**src/q2e_pkg.sv**
```systemverilog
//------------------------------------------------------------------------------
// q2e_pkg
// Shared widths and the CORDIC arctangent table for the quaternion converter.
//------------------------------------------------------------------------------
`default_nettype none
package q2e_pkg;
	localparam int SUM_W  = 34;
	localparam int SP_W   = 31;
	localparam int REM_W  = 62;
	localparam int SQRT_STEPS = 31;
	localparam int ROOT_W = 31;
	localparam int CW     = 36;
	localparam int ZW     = 25;
	localparam int RW     = 18;
	localparam logic signed [ZW-1:0] ANG_PI_Q20  = 25'sd3294199;
	localparam logic signed [RW-1:0] PI_Q13      = 18'sd25736;
	localparam logic signed [RW-1:0] HALF_PI_Q13 = 18'sd12868;

	function automatic logic signed [ZW-1:0] atan_q20(input int i);
		logic signed [ZW-1:0] a;
		case (i)
			0: a = 25'sd823550;
			1: a = 25'sd486170;
			2: a = 25'sd256879;
			3: a = 25'sd130396;
			4: a = 25'sd65451;
			5: a = 25'sd32757;
			6: a = 25'sd16383;
			7: a = 25'sd8192;
			8: a = 25'sd4096;
			9: a = 25'sd2048;
			10: a = 25'sd1024;
			11: a = 25'sd512;
			12: a = 25'sd256;
			13: a = 25'sd128;
			14: a = 25'sd64;
			15: a = 25'sd32;
			16: a = 25'sd16;
			17: a = 25'sd8;
			18: a = 25'sd4;
			19: a = 25'sd2;
			20: a = 25'sd1;
			21: a = 25'sd1;
			default: a = '0;
		endcase
		return a;
	endfunction
endpackage
`default_nettype wire

```
**src/q2e_cordic.sv**
```systemverilog
//------------------------------------------------------------------------------
// q2e_cordic
// Vectoring CORDIC atan2 pipeline: pre-rotation stage, then one stage per step.
//------------------------------------------------------------------------------
`default_nettype none
module q2e_cordic #(
	parameter int STEPS = 16
) (
	input  wire logic                           clk,
	input  wire logic                           en,
	input  wire logic signed [q2e_pkg::CW-1:0]  sin_in,
	input  wire logic signed [q2e_pkg::CW-1:0]  cos_in,
	output logic signed [q2e_pkg::ZW-1:0]       angle
);
	localparam int CW = q2e_pkg::CW;
	localparam int ZW = q2e_pkg::ZW;

	logic signed [CW-1:0] x_s [STEPS+1];
	logic signed [CW-1:0] y_s [STEPS+1];
	logic signed [ZW-1:0] z_s [STEPS+1];
	logic                 zf_s [STEPS+1];

	always_ff @(posedge clk) begin
		if (en) begin
			zf_s[0] <= (sin_in == 0) && (cos_in == 0);
			if (cos_in < 0) begin
				x_s[0] <= -cos_in;
				y_s[0] <= -sin_in;
				z_s[0] <= (sin_in >= 0) ? q2e_pkg::ANG_PI_Q20 : -q2e_pkg::ANG_PI_Q20;
			end else begin
				x_s[0] <= cos_in;
				y_s[0] <= sin_in;
				z_s[0] <= '0;
			end
		end
	end

	for (genvar i = 0; i < STEPS; i++) begin : g_iter
		localparam logic signed [ZW-1:0] A = q2e_pkg::atan_q20(i);
		always_ff @(posedge clk) begin
			if (en) begin
				zf_s[i+1] <= zf_s[i];
				if (y_s[i] >= 0) begin
					x_s[i+1] <= x_s[i] + (y_s[i] >>> i);
					y_s[i+1] <= y_s[i] - (x_s[i] >>> i);
					z_s[i+1] <= z_s[i] + A;
				end else begin
					x_s[i+1] <= x_s[i] - (y_s[i] >>> i);
					y_s[i+1] <= y_s[i] + (x_s[i] >>> i);
					z_s[i+1] <= z_s[i] - A;
				end
			end
		end
	end

	assign angle = zf_s[STEPS] ? '0 : z_s[STEPS];
endmodule
`default_nettype wire

```
**config.mk**
```make
export PLATFORM = sky130hd
export DESIGN_NAME = q2e_cordic
export DESIGN_NICKNAME = d
export VERILOG_FILES = /design/src/q2e_pkg.sv /design/src/q2e_cordic.sv
export SDC_FILE = /design/constraint.sdc
export NUM_CORES = 2
export LEC_CHECK = 0
export BUFFER_PORTS_ARGS = -buffer_cell sky130_fd_sc_hd__buf_2
export CAP_MARGIN = 0
export CORE_ASPECT_RATIO = 0.7
export CORE_MARGIN = 2
export CORE_UTILIZATION = 45
export DETAILED_ROUTE_END_ITERATION = 10
export GPL_TIMING_DRIVEN = 0
export MAX_ROUTING_LAYER = met4
export PLACE_DENSITY = 0.63
export SYNTH_ARGS = -nofsm -noshare
export SYNTH_HDL_FRONTEND = slang
export SYNTH_SLANG_ARGS = --single-unit
```
**constraint.sdc**
```tcl
create_clock -name clk -period 10.64 [get_ports clk]
set_input_delay 1.064 -clock clk [delete_from_list [all_inputs] [get_ports clk]]
set_output_delay 1.064 -clock clk [all_outputs]
set_load 0.02 [all_outputs]
```
After elaboration in Yosys (flattened, before gate mapping) --
Memory sizes are Yosys's and may differ from the RTL's. Index checks and enable logic that the tools add are counted.
Operators by class: multipliers 0, magnitude comparators 18, multiplexer cells 157, shifts and indexed selects 0, equality and inequality tests 0, bitwise logic cells 51, reductions and logical operators 3, $add $sub $neg 97, divide/modulo/power cells 0
Operator list (count):
- $mux W36 | 34
- $ge A36 B1 Y1 const B | 17
- $mux W25 | 19
- $mux W1 | 104
- $add A36 B21 Y36 | 2
- $add A36 B22 Y36 | 2
- $add A36 B23 Y36 | 2
- $add A36 B24 Y36 | 2
- $add A36 B25 Y36 | 2
- $add A36 B26 Y36 | 2
- $add A36 B27 Y36 | 2
- $add A36 B28 Y36 | 2
- $add A36 B29 Y36 | 2
- $add A36 B30 Y36 | 2
- $add A36 B31 Y36 | 2
- $add A36 B32 Y36 | 2
- $add A36 B33 Y36 | 2
- $add A36 B34 Y36 | 2
- $add A36 B35 Y36 | 2
- $logic_not A36 Y1 | 2
- $neg A36 Y36 | 2
- $sub A36 B21 Y36 | 2
- $sub A36 B22 Y36 | 2
- $sub A36 B23 Y36 | 2
- other kinds (47) | 112
Word-level totals: input port bits 74, register bits after elaboration 0, memories 4, latch bits 0, bits in writable memories 1666, ROM bits 0
Memories:
- x_s | words 17, width 36, rd ports 16, clocked after Yosys merged registers in 0, wr ports 17, RTL line q2e_cordic.sv:18 | logic signed [CW-1:0] x_s [STEPS+1];
- y_s | words 17, width 36, rd ports 16, clocked after Yosys merged registers in 0, wr ports 17, RTL line q2e_cordic.sv:19 | logic signed [CW-1:0] y_s [STEPS+1];
- z_s | words 17, width 25, rd ports 17, clocked after Yosys merged registers in 0, wr ports 17, RTL line q2e_cordic.sv:20 | logic signed [ZW-1:0] z_s [STEPS+1];
- zf_s | words 17, width 1, rd ports 17, clocked after Yosys merged registers in 0, wr ports 17, RTL line q2e_cordic.sv:21 | logic zf_s [STEPS+1];

Depth between registers and ports, before layout --
word-level depth 5, gate-level depth with buffers 22, gate-level depth less buffers 21

Worst setup path before layout --
OpenSTA, ideal clock, no wires.
kind input-to-reg, start point in en, end point mem x_s[10][31] (data pin), stages on the path 18, library setup time 0.260 ns, required time 10.380 ns, slack 4.820 ns, arrival time 5.560 ns, cells stage by stage clkbuf_1 clkbuf_1 clkbuf_1 nand2_1 inv_2 clkbuf_1 mux2i_1 ha_1 nor2b_1 o31a_1 nor4_1 o32ai_1 a31o_1 o41a_1 a311o_2 a221oi_4 o21ai_2 xor2_1
RTL lines:
- start: declaration | RTL line q2e_cordic.sv:10 | input wire logic en,
- end: declaration | RTL line q2e_cordic.sv:18

==> out/metrics.csv <==
stage,metric,value,unit
global_routing,grt_use_met3,5.115,%
cts,htree_levels,4,
sta,slew_headroom,-0.3488,%
place,placement.io_buffers,98,
synthesis,synth-adder-area-share,14.18,%
detailed_routing,drtAntennaViolNets,0,
worst_hold_path,hp-class,reg2reg,
sta,finalHoldViolCount,0,
run_status,status,"finished, violations left",
worst_setup_path,slowest_stage,clkbuf_1,
detailed_routing,dr.pass1.iters,6,
sta,rsz0062_at_grt,no,
synthesis,synth_ff_type,edfxtp_1,
synthesis,synth_edf_count,1485,
synthesis,yosys.area_share.simple,13.71,%
worst_setup_path,end_kind,flop,
cts,numClockSinks,1485,
cts,worst_skew_pair.late_latency,0.88,ns
worst_setup_path,cp_data_required_time,11.27,ns
detailed_routing,wl_per_cell,20.82,um
layout,drive_gt1_share,4.051,%
sta,setup_violations,0,
global_routing,grt_use_total,25.45,%
synthesis,synth-compound-area-share,20.31,%
worst_setup_path,critical_path_buf_inv_count,6,
worst_setup_path,cp_common_cell,clkbuf_1,
layout,final_cell_count_no_fill,17380,
floorplanning,core_area,277900,um^2
sta,finalCritPeriodShare,89.19,%
detailed_routing,drtIter0Drc,10810,
cts,post_cts_resized,0,
layout,multi_input_area,77570,um^2
worst_setup_path,cp-startpoint,en,
sta,slew_viol_final,10,
cts,clock_path_buffers,4,
cts,clk_pin_slew_worst_paths,0.06,ns
synthesis,synth.net_count,14730,
global_routing,grt_max_degree,70,
layout,area_growth,8.807,%
worst_setup_path,crit_type,in2reg,
sta,fmax,105.4,MHz
synthesis,syn-instance-count,13260,
worst_hold_path,min-delay-start,z_s[10][2]$_DFFE_PP_,
cts,cts_tree,done,
synthesis,yosys-mux-area-fraction,0.4892,%
floorplanning,die_h,446.0,um
floorplanning,num_io_pins,99,
worst_setup_path,cp_top_family,buffers and inverters,
layout,finalNetCount,15020,
layout,regArea,44590,um^2
worst_setup_path,cp_slowest_stage_delay,1.17,ns
global_routing,grt_overflow_total,0,
detailed_routing,drc,0,
sta,final.setup_skew,0.05505,ns
synthesis,ys_seq_area_share,35.51,%
detailed_routing,avgViaCountPerCell,5.869,
sta,tightestPinTransition,1.505,ns
global_routing,use_met2,33.66,%
sta,min_period,9.490,ns
synthesis,yosysTopAreaCellShare,35.51,%
cts,cts_buffers,167,
global_routing,top_usage_layer,met1,
worst_setup_path,arrival,10.12,ns
layout,num-fill-cells,26080,
synthesis,synth_area_leaders,"edfxtp_1 (36%), ha_1 (13%), xnor2_1 (8.3%), a21oi_1 (4.9%), xor2_1 (4.8%)",
global_routing,met1_usage,39.79,%
floorplanning,rows,162,
worst_setup_path,path_cells,buf_2 > clkbuf_1 > clkbuf_1 > clkbuf_2 > nand2_1 > inv_2 > clkbuf_1 > mux2i_1 > fa_1 > a21o_1 > a21oi_1 > o21ai_0 > a2111oi_1 > nor3b_1 > o311ai_0 > a21boi_0 > o2111ai_1 > a32oi_1 > xor2_1,
synthesis,synth.distinct_cells,95,
synthesis,yosys_register_bits,1485,
worst_setup_path,reg2reg_from,y_s[9][35]$_DFFE_PP_,
synthesis,synth_xor_area_share,13.08,%
cts,holdBufCountCts,0,
place,dp.cells,17070,
global_routing,grt_pass1_vias,92080,
synthesis,syn_area,125600,um^2
worst_setup_path,crit_fanout,21,
place,post-dp-hpwl,290900,um
cts,cts_setup_buffers,0,
detailed_routing,drt-total-wl,361800,um
synthesis,ys.warnings.count,0,
detailed_routing,num_vias,102000,
worst_setup_path,critPathLaunchType,input port,
floorplanning,die_width,635.4,um
floorplanning,die-area,283400,um^2
synthesis,yosysTopAreaCell,edfxtp_1,
synthesis,synth_top_family_by_area,compound AO/OA/AOI/OAI gates,
cts,clockRootBuffer,clkbuf_16,
synthesis,synthArstFlopShare,0,%
place,place_congestion,0.9958,
synthesis,synth.avg_cell_area,9.469,um^2
run_status,violations,"capacitance limit, slew limit",
job,drv_cap,1,
global_routing,antenna_found_initial,21,
floorplanning,start_util,45.19,%
global_routing,grt_pass1_wl,554500,um
==> per-layer routing <==
| layer | share of wire (%) | wire length [um] | vias to the layer above |
|---|---|---|---|
| met4 | 1.4 | 5122 | 0 |
| met1 | 51 | 183800 | 48450 |
| met2 | 38 | 139200 | 3481 |
| met3 | 9.3 | 33730 | 336 |
| met5 | 0 | 0 | - |
| li1 | - | - | 49720 |
==> registers in the layout, indices dropped and copies added, names as in the netlist <==
register and flops:
zf_s 17, y_s 541, z_s 402, x_s 525
==> placed cells by master (no fill, tap or decap), drive strengths merged, types with 49 or more instances in the layout <==
cell type  instances
or3              101
a21oi           1240
edfxtp          1485
xor2             687
inv              649
nor2             990
o21bai           216
a31oi            110
o21ai            801
and3             104
clkinv            69
xnor2           1186
o211ai            59
a21o             561
o41ai            101
nand2            867
and2              60
buf              138
nand3            222
nor4             107
nor2b            191
o21a             174
a21boi            56
or4               58
or2               51
ha              1348
o31ai            188
nand4            103
a211oi            88
mux2i             49
clkbuf           437
nor3             350
nand2b           219
==> worst reg2reg max path, cell delays in order, from the launching register on <==
cell,delay (ns)
edfxtp_1,0.53
nand2_1,0.26
inv_2,0.27
clkbuf_1,1.08
mux2i_1,0.38
fa_1,0.51
a21o_1,0.17
a21oi_1,0.24
o21ai_0,0.21
a2111oi_1,0.72
nor3b_1,0.27
o311ai_0,0.49
a21boi_0,0.20
o2111ai_1,0.31
a32oi_1,0.19
xor2_1,0.30
==> through the flow <==
step / util, % / TNS, ns / setup WS (ns) / area (um^2) / hold WS (ns)
2_1_floorplan: - / 0 / 4.820 / 125600 / 0.4003
3_3_place_gp: 47.03 / -97.56 / -0.5989 / 130700 / 0.4016
3_5_place_dp: 47.21 / -0.0001581 / -0.0001581 / 131200 / 0.4045
4_1_cts: 49.15 / 0 / 0.8295 / 136600 / 0.3400
5_1_grt: 49.17 / 0 / 0.8005 / 136600 / 0.3755
6_report: 49.17 / 0 / 1.150 / 136600 / 0.3762
==> cell type report <==
type	instances	share of cell area, %
buffer	269	0.7975
inverter	642	1.764
tap	3690	3.379
antenna	10	0.01831
sequential	1485	32.63
clock inverter	108	0.7737
multi-input combinational	10870	56.77
timing repair buffer	117	0.6996
clock buffer	189	3.165
==> cell families after synthesis <==
| group | count (synthesis) |
|---|---|
| flip-flops | 1485 |
| multiplexers | 60 |
| XOR/XNOR | 1874 |
| AO/OA/AOI/OAI | 3991 |
| buffers and inverters | 911 |
| adder cells (fa/ha/maj) | 1395 |
| AND/OR/NAND/NOR | 3547 |
==> final timing paths <==
check,slack [ns],to,depth (start not counted)
hold reg to reg,0.38,z_s[11][2]$_DFFE_PP_,0
setup reg to reg,4.29,x_s[10][34]$_DFFE_PP_,15
setup / recovery,1.15,x_s[10][34]$_DFFE_PP_,19
hold / removal,0.38,z_s[11][2]$_DFFE_PP_,0
==> synthesized netlist by cell type (102+ instances only) <==
master,count
edfxtp_1,1485
ha_1,1348
a21oi_1,1240
xnor2_1,1186
nor2_1,990
nand2_1,866
o21ai_0,795
xor2_1,687
inv_1,633
a21o_1,561
nor3_1,346
clkbuf_1,242
nand3_1,222
nand2b_1,219
o21bai_1,216
nor2b_1,191
o31ai_1,187
o21a_1,174
a31oi_1,110
nand4_1,103
and3_1,102
nor4_1,102
Power is not shown: default switching activity piles up to over one toggle a cycle in this logic, so the estimate is an artifact.
